## src/hdl/cpb_pkg.sv

```systemverilog
// cpb_pkg: shared types, codes and constants of the column predicate bitmap core
// no dependencies
package cpb_pkg;

    localparam int unsigned WORD_BITS_DEF = 64;
    localparam int unsigned MAX_WORDS_DEF = 65536;
    localparam int unsigned CFG_IDX_W = 2;

    typedef enum logic [1:0]
    {
        DT_INT32 = 2'd0,
        DT_INT64 = 2'd1,
        DT_FP32  = 2'd2,
        DT_FP64  = 2'd3
    } data_type_t;

    typedef enum logic [2:0]
    {
        OP_EQ = 3'd0,
        OP_NE = 3'd1,
        OP_GT = 3'd2,
        OP_LT = 3'd3,
        OP_GE = 3'd4,
        OP_LE = 3'd5
    } cmp_op_t;

    localparam logic [CFG_IDX_W-1:0] REG_DATA_TYPE  = 2'd0;
    localparam logic [CFG_IDX_W-1:0] REG_COMPARE_OP = 2'd1;
    localparam logic [CFG_IDX_W-1:0] REG_RIGHT_SEL  = 2'd2;
    localparam logic [CFG_IDX_W-1:0] REG_CONST      = 2'd3;

    typedef struct packed
    {
        logic [63:0] left_value;
        logic [63:0] right_value;
        logic        last_row;
    } in_beat_t;

    typedef struct packed
    {
        logic [63:0] mask_word;
        logic [15:0] word_index;
        logic [6:0]  rows_in_word;
        logic        last_word;
    } out_beat_t;

    // classified row handed from front to back
    typedef struct packed
    {
        logic hit;
        logic last;
    } cls_t;

endpackage

```

## src/hdl/column_predicate_bitmap_core.sv

```systemverilog
// column_predicate_bitmap_core: top level of the column predicate bitmap block
// depends on cpb_pkg, cpb_front, cpb_queue, cpb_back
//
// usage
// - in channel: one column row per beat (left_value, right_value, last_row),
//   accepted when in_valid is high and in_stall low
// - out channel: one 64-row selection word per beat, taken when out_valid is
//   high and out_stall low; bit k of mask_word is row k of the word
// - config port: cfg_we, cfg_index, cfg_data; write only while idle
// - throughput: one row per cycle while out_stall is low, set by the compare
//   in the front stage and the one-bit insert in the back stage
// - the closing row of a word is registered in the front stage, written to
//   the queue, then taken into the output register, which raises out_valid
// - reset clears accumulator, row position, word counter and all valid flags;
//   registers return to int32, EQ, constant mode, constant zero
// - a stalled receiver holds the output word, the back part then stops,
//   the two-entry queue fills and in_stall rises; nothing is lost
module column_predicate_bitmap_core
    import cpb_pkg::*;
#(
    parameter int unsigned MAX_WORDS = MAX_WORDS_DEF
)
(
    input  logic        clk,
    input  logic        rst_n,
    input  logic        cfg_we,
    input  logic [CFG_IDX_W-1:0] cfg_index,
    input  logic [63:0] cfg_data,
    input  logic        in_valid,
    output logic        in_stall,
    input  in_beat_t    in_beat,
    output logic        out_valid,
    input  logic        out_stall,
    output out_beat_t   out_beat
);

    logic [1:0]  dtype_reg;
    logic [2:0]  op_reg;
    logic        rsel_reg;
    logic [63:0] const_reg;

    // config register file
    always_ff @(posedge clk or negedge rst_n)
    begin
        if (!rst_n)
        begin
            dtype_reg <= DT_INT32;
            op_reg    <= OP_EQ;
            rsel_reg  <= 1'b1;
            const_reg <= '0;
        end
        else if (cfg_we)
        begin
            unique case (cfg_index)
                REG_DATA_TYPE:  dtype_reg <= cfg_data[1:0];
                REG_COMPARE_OP: op_reg    <= cfg_data[2:0];
                REG_RIGHT_SEL:  rsel_reg  <= cfg_data[0];
                REG_CONST:      const_reg <= cfg_data;
                default: ;
            endcase
        end
    end

    logic f_valid, f_stall, q_valid, q_stall;
    cls_t f_cls, q_cls;

    cpb_front u_front
    (
        .clk              (clk),
        .rst_n            (rst_n),
        .data_type        (dtype_reg),
        .compare_op       (op_reg),
        .right_from_const (rsel_reg),
        .const_value      (const_reg),
        .in_valid         (in_valid),
        .in_stall         (in_stall),
        .in_beat          (in_beat),
        .cls_valid        (f_valid),
        .cls_stall        (f_stall),
        .cls              (f_cls)
    );

    cpb_queue u_queue
    (
        .clk      (clk),
        .rst_n    (rst_n),
        .wr_valid (f_valid),
        .wr_stall (f_stall),
        .wr_data  (f_cls),
        .rd_valid (q_valid),
        .rd_stall (q_stall),
        .rd_data  (q_cls)
    );

    cpb_back #(.MAX_WORDS(MAX_WORDS)) u_back
    (
        .clk       (clk),
        .rst_n     (rst_n),
        .cls_valid (q_valid),
        .cls_stall (q_stall),
        .cls       (q_cls),
        .out_valid (out_valid),
        .out_stall (out_stall),
        .out_beat  (out_beat)
    );

endmodule

```

## src/hdl/cpb_front.sv

```systemverilog
// cpb_front: registers the row, compares it under the configured type and operator
// depends on cpb_pkg
module cpb_front
    import cpb_pkg::*;
(
    input  logic       clk,
    input  logic       rst_n,
    input  logic [1:0] data_type,
    input  logic [2:0] compare_op,
    input  logic       right_from_const,
    input  logic [63:0] const_value,
    input  logic       in_valid,
    output logic       in_stall,
    input  in_beat_t   in_beat,
    output logic       cls_valid,
    input  logic       cls_stall,
    output cls_t       cls
);

    logic        s_valid_reg;
    logic [63:0] a_reg;
    logic [63:0] b_reg;
    logic        last_reg;

    logic [63:0] a32, b32;
    logic        lt_i, eq_i, nan, both_zero;
    logic        ord_lt, ord_eq, ord_gt, hit;
    logic        load;

    assign in_stall = s_valid_reg && cls_stall;
    assign load     = !in_stall;

    always_ff @(posedge clk or negedge rst_n)
    begin
        if (!rst_n)
            s_valid_reg <= 1'b0;
        else if (load)
            s_valid_reg <= in_valid;
    end

    always_ff @(posedge clk)
    begin
        if (load && in_valid)
        begin
            a_reg    <= in_beat.left_value;
            b_reg    <= right_from_const ? const_value : in_beat.right_value;
            last_reg <= in_beat.last_row;
        end
    end

    // unsigned ordering key for sign-magnitude floats, built from raw bits
    function automatic logic [63:0] fkey(input logic [63:0] v, input logic s);
        return s ? ~v : (v | 64'h8000_0000_0000_0000);
    endfunction

    always_comb
    begin
        logic [63:0] ka, kb;
        ka = '0;
        kb = '0;
        nan = 1'b0;
        both_zero = 1'b0;
        a32 = {32'd0, a_reg[31:0]};
        b32 = {32'd0, b_reg[31:0]};
        unique case (data_type_t'(data_type))
            DT_INT32:
            begin
                ka = {~a_reg[31], {32{a_reg[31]}}, a_reg[30:0]};
                kb = {~b_reg[31], {32{b_reg[31]}}, b_reg[30:0]};
            end
            DT_INT64:
            begin
                ka = {~a_reg[63], a_reg[62:0]};
                kb = {~b_reg[63], b_reg[62:0]};
            end
            DT_FP32:
            begin
                nan = (&a32[30:23] && |a32[22:0]) || (&b32[30:23] && |b32[22:0]);
                both_zero = (a32[30:0] == 31'd0) && (b32[30:0] == 31'd0);
                ka = fkey({a32[31], 32'd0, a32[30:0]}, a32[31]);
                kb = fkey({b32[31], 32'd0, b32[30:0]}, b32[31]);
            end
            DT_FP64:
            begin
                nan = (&a_reg[62:52] && |a_reg[51:0]) || (&b_reg[62:52] && |b_reg[51:0]);
                both_zero = (a_reg[62:0] == 63'd0) && (b_reg[62:0] == 63'd0);
                ka = fkey({a_reg[63], a_reg[62:0]}, a_reg[63]);
                kb = fkey({b_reg[63], b_reg[62:0]}, b_reg[63]);
            end
            default: ;
        endcase
        lt_i = ka < kb;
        eq_i = ka == kb;
        ord_eq = !nan && (both_zero || eq_i);
        ord_lt = !nan && !ord_eq && lt_i;
        ord_gt = !nan && !ord_eq && !lt_i;
        unique case (compare_op)
            OP_EQ:   hit = ord_eq;
            OP_NE:   hit = !ord_eq;
            OP_GT:   hit = ord_gt;
            OP_LT:   hit = ord_lt;
            OP_GE:   hit = ord_gt || ord_eq;
            OP_LE:   hit = ord_lt || ord_eq;
            default: hit = 1'b0;
        endcase
    end

    assign cls_valid = s_valid_reg;
    assign cls.hit   = hit;
    assign cls.last  = last_reg;

endmodule

```

## src/hdl/cpb_queue.sv

```systemverilog
// cpb_queue: two-entry queue of classified rows between front and back
// depends on cpb_pkg
module cpb_queue
    import cpb_pkg::*;
(
    input  logic clk,
    input  logic rst_n,
    input  logic wr_valid,
    output logic wr_stall,
    input  cls_t wr_data,
    output logic rd_valid,
    input  logic rd_stall,
    output cls_t rd_data
);

    cls_t       mem_reg [2];
    logic       wp_reg, rp_reg;
    logic [1:0] cnt_reg;
    logic       push, pop;

    assign wr_stall = cnt_reg == 2'd2;
    assign rd_valid = cnt_reg != 2'd0;
    assign push     = wr_valid && !wr_stall;
    assign pop      = rd_valid && !rd_stall;
    assign rd_data  = mem_reg[rp_reg];

    always_ff @(posedge clk or negedge rst_n)
    begin
        if (!rst_n)
        begin
            wp_reg  <= 1'b0;
            rp_reg  <= 1'b0;
            cnt_reg <= 2'd0;
        end
        else
        begin
            if (push)
                wp_reg <= ~wp_reg;
            if (pop)
                rp_reg <= ~rp_reg;
            cnt_reg <= cnt_reg + {1'b0, push} - {1'b0, pop};
        end
    end

    always_ff @(posedge clk)
    begin
        if (push)
            mem_reg[wp_reg] <= wr_data;
    end

endmodule

```

## src/hdl/cpb_back.sv

```systemverilog
// cpb_back: packs result bits into 64-row words and holds the output register
// depends on cpb_pkg
module cpb_back
    import cpb_pkg::*;
#(
    parameter int unsigned MAX_WORDS = MAX_WORDS_DEF
)
(
    input  logic      clk,
    input  logic      rst_n,
    input  logic      cls_valid,
    output logic      cls_stall,
    input  cls_t      cls,
    output logic      out_valid,
    input  logic      out_stall,
    output out_beat_t out_beat
);

    localparam logic [16:0] WRAP = (MAX_WORDS >= 65536) ? 17'd65536 : 17'(MAX_WORDS);

    logic [63:0] acc_reg, acc_next;
    logic [5:0]  pos_reg;
    logic [15:0] wcnt_reg;
    logic        ovalid_reg;
    out_beat_t   obeat_reg;
    logic        take, emit;
    logic [16:0] wnext;

    assign cls_stall = ovalid_reg && out_stall;
    assign take      = cls_valid && !cls_stall;
    assign emit      = take && (cls.last || pos_reg == 6'd63);
    assign acc_next  = acc_reg | ({63'd0, cls.hit} << pos_reg);
    assign wnext     = {1'b0, wcnt_reg} + 17'd1;

    always_ff @(posedge clk or negedge rst_n)
    begin
        if (!rst_n)
        begin
            acc_reg    <= '0;
            pos_reg    <= '0;
            wcnt_reg   <= '0;
            ovalid_reg <= 1'b0;
        end
        else
        begin
            if (!cls_stall)
                ovalid_reg <= emit;
            if (take)
            begin
                if (emit)
                begin
                    acc_reg <= '0;
                    pos_reg <= '0;
                    if (cls.last)
                        wcnt_reg <= '0;
                    else
                        wcnt_reg <= (wnext >= WRAP) ? 16'd0 : wnext[15:0];
                end
                else
                begin
                    acc_reg <= acc_next;
                    pos_reg <= pos_reg + 6'd1;
                end
            end
        end
    end

    always_ff @(posedge clk)
    begin
        if (emit)
        begin
            obeat_reg.mask_word    <= acc_next;
            obeat_reg.word_index   <= wcnt_reg;
            obeat_reg.rows_in_word <= {1'b0, pos_reg} + 7'd1;
            obeat_reg.last_word    <= cls.last;
        end
    end

    assign out_valid = ovalid_reg;
    assign out_beat  = obeat_reg;

endmodule
```

## config.mk

```make
export PLATFORM = sky130hd
export DESIGN_NAME = column_predicate_bitmap_core
export DESIGN_NICKNAME = d
export VERILOG_FILES = /design/src/hdl/cpb_pkg.sv /design/src/hdl/column_predicate_bitmap_core.sv /design/src/hdl/cpb_front.sv /design/src/hdl/cpb_queue.sv /design/src/hdl/cpb_back.sv
export SDC_FILE = /design/constraint.sdc
export NUM_CORES = 1
export LEC_CHECK = 0
export CAP_MARGIN = 0
export CORE_AREA = 2 2 218 220
export CTS_CLUSTER_SIZE = 16
export DETAILED_ROUTE_END_ITERATION = 6
export DIE_AREA = 0 0 220 222
export DONT_BUFFER_PORTS = 1
export GPL_TIMING_DRIVEN = 0
export PLACE_DENSITY = 0.57
export SLEW_MARGIN = 10
export SYNTH_ARGS = -nofsm -noshare
export SYNTH_HDL_FRONTEND = slang
export SYNTH_HIERARCHICAL = 1
export SYNTH_SLANG_ARGS = --single-unit
```

## constraint.sdc

```tcl
create_clock -name clk -period 17.95 [get_ports clk]
set_clock_uncertainty 0.15 [all_clocks]
set_input_delay 2.6925 -clock clk [delete_from_list [all_inputs] [get_ports clk]]
set_output_delay 2.6925 -clock clk [all_outputs]
set_load 0.02 [all_outputs]
```

Word level (Yosys, flattened, before mapping). Memories as Yosys holds them, arrays and structs flattened. Cells that the tools add are included.

Memories kept: 1. Memory bits (read-only): 0. Latch bits: 0. Output and inout port bits: 90. Bits in registers: 379. RAM bits: 4.

Memories: u_queue.mem_reg (words 2, width 2, read ports 1, clocked after Yosys merged registers in 0, wr ports 1, line cpb_queue.sv:16) `cls_t mem_reg [2];`.

Reduce and logical (&&, ||, !) cells: 49. $add $sub $neg: 5. Shifts and indexed selects: 1. Bitwise gates (word level): 11. Div/mod/pow operators: 0. Equality and inequality tests: 14. $mul: 0. Mux-type cells: 16. $lt $le $gt $ge: 2.

Operator list (count): case mux 64 bit (4 select lines) (2); two-way mux 64 bit (6); NOT 64 bit (4); zero test 63 bit (2); OR reduction 52 bit (2); equality test 64 bit (1); less-than comparator 64 bit (1); OR 64 bit (1); left shift 1 x 6 -> 64 bit (1); zero test 31 bit (2); OR reduction 23 bit (2); two-way mux 16 bit (2); AND reduction 11 bit (2); adder 16 x 1 -> 17 bit (second input constant) (1); >= comparator 17 bit (second input constant) (1); logical AND 1 bit (16); AND reduction 8 bit (2); equality test 2 bit (second input constant) (5); AND reduction 2 bit (5); adder 6 x 1 -> 7 bit (second input constant) (1); adder 6 x 1 -> 6 bit (second input constant) (1); equality test 3 x 2 -> 1 bit (second input constant) (2); equality test 3 bit (second input constant) (2); equality test 6 bit (second input constant) (1); 14 further kinds (33).

Longest topological paths before layout.
Depth in word-level cells: 11. Depth in mapped cells: 16. Mapped depth without buffers: 13.

Cells and area by module. The synthesis kept the hierarchy.

Modules (own cells, without submodules): cpb_front (sequential area each 3898.7 um^2, cells each 696, area each 8394.3 um^2, times used 1); cpb_back (sequential area each 4819.6 um^2, cells each 553, area each 6905.4 um^2, times used 1); column_predicate_bitmap_core (sequential area each 1752.9 um^2, cells each 150, area each 2682.6 um^2, times used 1); cpb_queue (sequential area each 220.2 um^2, cells each 24, area each 352.8 um^2, times used 1).

Worst setup path before layout. Ideal clock, no wire load.

Path kind: input port to flip-flop. Start point: input port in_valid. End point: register u_front.a_reg[0] (enable). Buffers on the path: 0. Arrival: 8.283 ns. Cell stages on the path: 1. Library setup time: 0.631 ns. Setup slack: 8.885 ns. Cell sequence: nor2b_1.

Word-level cells in the longest chain between the ends: 1.

RTL lines: from (decl) (line column_predicate_bitmap_core.sv:29) `input logic in_valid,`; logical AND 1 bit (line cpb_front.sv:43) `if (load && in_valid)`; to (signal assigned) (line cpb_front.sv:45) `a_reg <= in_beat.left_value;`; to (decl) (line cpb_front.sv:21) `logic [63:0] a_reg;`.

No other way between the ends. A chain may end at the register's enable or synchronous reset.

Worst setup path in the final report.
Start point: register dtype_reg[0]. End point: memory u_queue/mem_reg[1][1] in the netlist's numbering (data pin).

Word-level cells in the longest chain between the ends: 10.

RTL lines: from (decl) (line column_predicate_bitmap_core.sv:37) `logic [1:0] dtype_reg;`; from (signal assigned) (line column_predicate_bitmap_core.sv:55) `REG_DATA_TYPE: dtype_reg <= cfg_data[1:0];`; parallel branches: the longest is 9 deep, another holds less-than comparator 64 bit; case mux 1 bit (6 select lines) (*) (line cpb_front.sv:97) `unique case (compare_op)`; net u_front.hit (line cpb_front.sv:27) `logic ord_lt, ord_eq, ord_gt, hit;`; to (decl) (line cpb_queue.sv:16).

Mark *: on every way through the listed nets, which the timed path passes.

==> results.cfg <==
[route]
drtIter0Drc = 952
routed_via_density = 5.41
routedWlPerCell_um = 22.4
routedLengthMet1_um = 20400
top_layer_used = met5
antenna_left = 0
wl_met3_um = 2980
dr_wl_met2_um = 22900
vias = 11448
dr.pass1.iters = 7
route.detailed.drc = 0
drt-total-wl_um = 47400

[global_routing]
grt_pass1_wl_um = 71400
grt_pass1_vias = 11698
antenna_found_initial = 6
grt_max_degree = 163
overflow = 0
grt_usage_pct = 19.3

[logic_synthesis]
ys_seq_elements = 383
syn-num-nets = 1693
synth_area_per_cell_um2 = 12.9
synth_cell_types = 68
ys_seq_area_share_pct = 58.3
async_reset_ff_share_pct = 42.3
netlist_area_mm2 = 0.0183
yosys_warnings = 6
synth-edff-count = 221
ys.flop_type = edfxtp_1
postSynthCellCount = 1423

[sta]
hold_viol = 0
relSlewSlack_pct = 25.8
period_share_pct = 26.1
max_freq_mhz = 213
fin_crit_ns = 4.69
holdWs_ns = 0.326
tightest_slew_ns = 1.10
setup_tns_ns = 0
drv_slew = 0
setup_violations = 0
rsz0062_at_grt = false

[clock_tree]
cts_tree = yes
cts_setup_buffers = 0
clkTransAtPathRegs_ns = 0.06
clockBufferDepth = 3
cts_buffers = 42
hold_buffers = 0
insertion_delay_ns = 0.57
cts-root-buf = clkbuf_16
h-tree-depth = 2
clock-sinks = 383
cts_resized = 0

[finish]
largest_reg_flops = 88
area_delta_synth_final_pct = 12.4
final_nets = 1742
drive_gt1_share_pct = 18.2

[floorplanning]
core_mm2 = 0.0463
dieArea_mm2 = 0.0488
ioPinCount = 290
fp-row-count = 79
die_h_um = 222
initial_utilization_pct = 39.6
die_w_um = 220

[power]
leakage_nw = 8.62
powerDensity_mw_per_mm2 = 148
peakVddDrop_mv = 0.0888

[setup_path]
path_class = flop to flop
crit_arrival_ns = 4.85
critPathTopFamily = buffers and inverters
cp_cell_sequence = clkbuf_1, clkbuf_1, clkbuf_1, a21oi_1, ha_1, nand4_1, nor4_2, nand4_1, nor2_2, o2bb2ai_1, a21oi_1, a31oi_1, nand3_1, buf_4
slowest_stage = nor4_2
cp.required_ns = 18.12
cp_num_buf_inv = 4
critPathLaunchType = flop
crit_path_end_kind = flop
cpMostUsedCell = clkbuf_1
critical_path_peak_fanout = 10
critPathMaxStageDelay_ns = 0.57

[flow_run]
drv_cap = 0

[status]
status = completed

[place]
routabilityCongestion = 0.872
place_hpwl_um = 34400
io_buffers = 0

[min_path]
worstHoldPathType = flop to flop
==> metrics by stage <==
step | setup WS (ns) | power (W) | cell area [um2] | instances | util, %
final | 13.26 | 0.00304 | 20600 | 2118 | 44.6
after global routing | 12.93 | 0.00322 | 20600 | 2117 | 44.6
after CTS | 13.30 | 0.00308 | 20600 | 2113 | 44.5
after detailed placement | 13.09 | 0.00220 | 19200 | 2035 | 41.6
after global placement | 6.55 | 0.00219 | 19100 | 2030 | 41.3
after floorplan | 8.89 | 0.00195 | 18300 | 1423 | -
==> area by class of cell <==
| cell class | count | area (um2) |
|---|---|---|
| fill | 4270 | 25600 |
| sequential | 383 | 10700 |
| multi-input combinational | 958 | 7240 |
| clock buffer | 58 | 1170 |
| tap | 607 | 759 |
| buffer | 68 | 370 |
| clock inverter | 20 | 206 |
| timing repair buffer | 5 | 115 |
| inverter | 14 | 52.6 |
| antenna | 5 | 12.5 |
==> placed cells by master (no fill, tap or decap), types with 7 or more instances in the layout <==
| cell | count |
|---|---|
| o21ai_0 | 32 |
| buf_4 | 7 |
| xor2_1 | 95 |
| o21ai_1 | 8 |
| a21oi_1 | 130 |
| nand3_1 | 22 |
| nand4_1 | 33 |
| nor4_1 | 24 |
| clkbuf_8 | 10 |
| edfxtp_1 | 221 |
| clkbuf_16 | 43 |
| clkbuf_1 | 40 |
| buf_2 | 17 |
| nor3_1 | 20 |
| nand2_1 | 48 |
| buf_1 | 8 |
| xnor2_1 | 37 |
| dfrtp_1 | 161 |
| inv_1 | 13 |
| mux2_2 | 131 |
| a21o_1 | 101 |
| nor2_1 | 104 |
| ha_1 | 70 |
| nor4_2 | 11 |
==> synth_stat cells (4+ instances only) <==
cell type | number | area share [%]
edfxtp_1 | 221 | 36
dfrtp_1 | 161 | 22
mux2_2 | 131 | 8.0
a21oi_1 | 130 | 3.5
nor2_1 | 104 | 2.1
a21o_1 | 101 | 4.1
xor2_1 | 95 | 4.5
ha_1 | 70 | 4.8
nand2_1 | 48 | 0.98
xnor2_1 | 37 | 1.8
nand4_1 | 33 | 1.1
o21ai_0 | 32 | 0.87
clkbuf_1 | 29 | 0.59
nor4_1 | 24 | 0.82
nand3_1 | 22 | 0.60
nor3_1 | 21 | 0.57
buf_2 | 18 | 0.49
inv_1 | 13 | 0.27
nor4_2 | 11 | 0.75
buf_1 | 8 | 0.16
o21ai_1 | 8 | 0.22
nor2b_1 | 7 | 0.24
a31oi_1 | 6 | 0.20
buf_4 | 6 | 0.25
clkbuf_8 | 6 | 0.45
nand2b_1 | 6 | 0.20
and3_1 | 5 | 0.17
mux2_4 | 5 | 0.41
nand3b_1 | 4 | 0.16
or3_1 | 4 | 0.14
==> power breakdown <==
group / leakage (nW) / switching [W] / internal (W)
Sequential: 4.24 / 0.000227 / 0.00118
Combinational: 3.72 / 0.000469 / 0.000308
Clock: 0.664 / 0.000358 / 0.000504
==> cells by family (layout without fill, tap and decap cells) <==
kind of cell | Yosys count | count (layout) | share of synthesized area (%)
compound gates | 301 | 301 | 10.4
other cells | 0 | 5 | 0
xor+xnor | 132 | 132 | 6.31
mux | 139 | 139 | 8.62
buf+inv | 82 | 165 | 2.29
simple gates | 316 | 316 | 9.34
flops | 383 | 383 | 58.3
fa+ha+maj | 70 | 70 | 4.78
==> path summary, 6_finish.rpt <==
kind	start	endpoint	slack (ns)	cells past startpoint
setup reg to reg	dtype_reg[0]$_DFFE_PN0P_	u_queue/mem_reg[1][1]$_DFFE_PP_	13.26	14
setup / recovery	dtype_reg[0]$_DFFE_PN0P_	u_queue/mem_reg[1][1]$_DFFE_PP_	13.26	14
min in group asynchronous	rst_n	u_back/acc_reg[20]$_DFFE_PN0P_	1.68	0
hold reg to reg	u_back/wcnt_reg[5]$_DFFE_PN0P_	u_back/out_beat[13]$_DFFE_PP_	0.33	0
max in group asynchronous	rst_n	const_reg[20]$_DFFE_PN0P_	15.71	0
hold / removal	u_back/wcnt_reg[5]$_DFFE_PN0P_	u_back/out_beat[13]$_DFFE_PP_	0.33	0
==> routing by layer <==
layer,global-route usage [%],vias to the layer above
met5,0,-
met4,6.47,4
met3,4.97,77
met2,31.6,329
met1,24.9,5668
li1,-,5370
(Power assumes the default switching activity.)
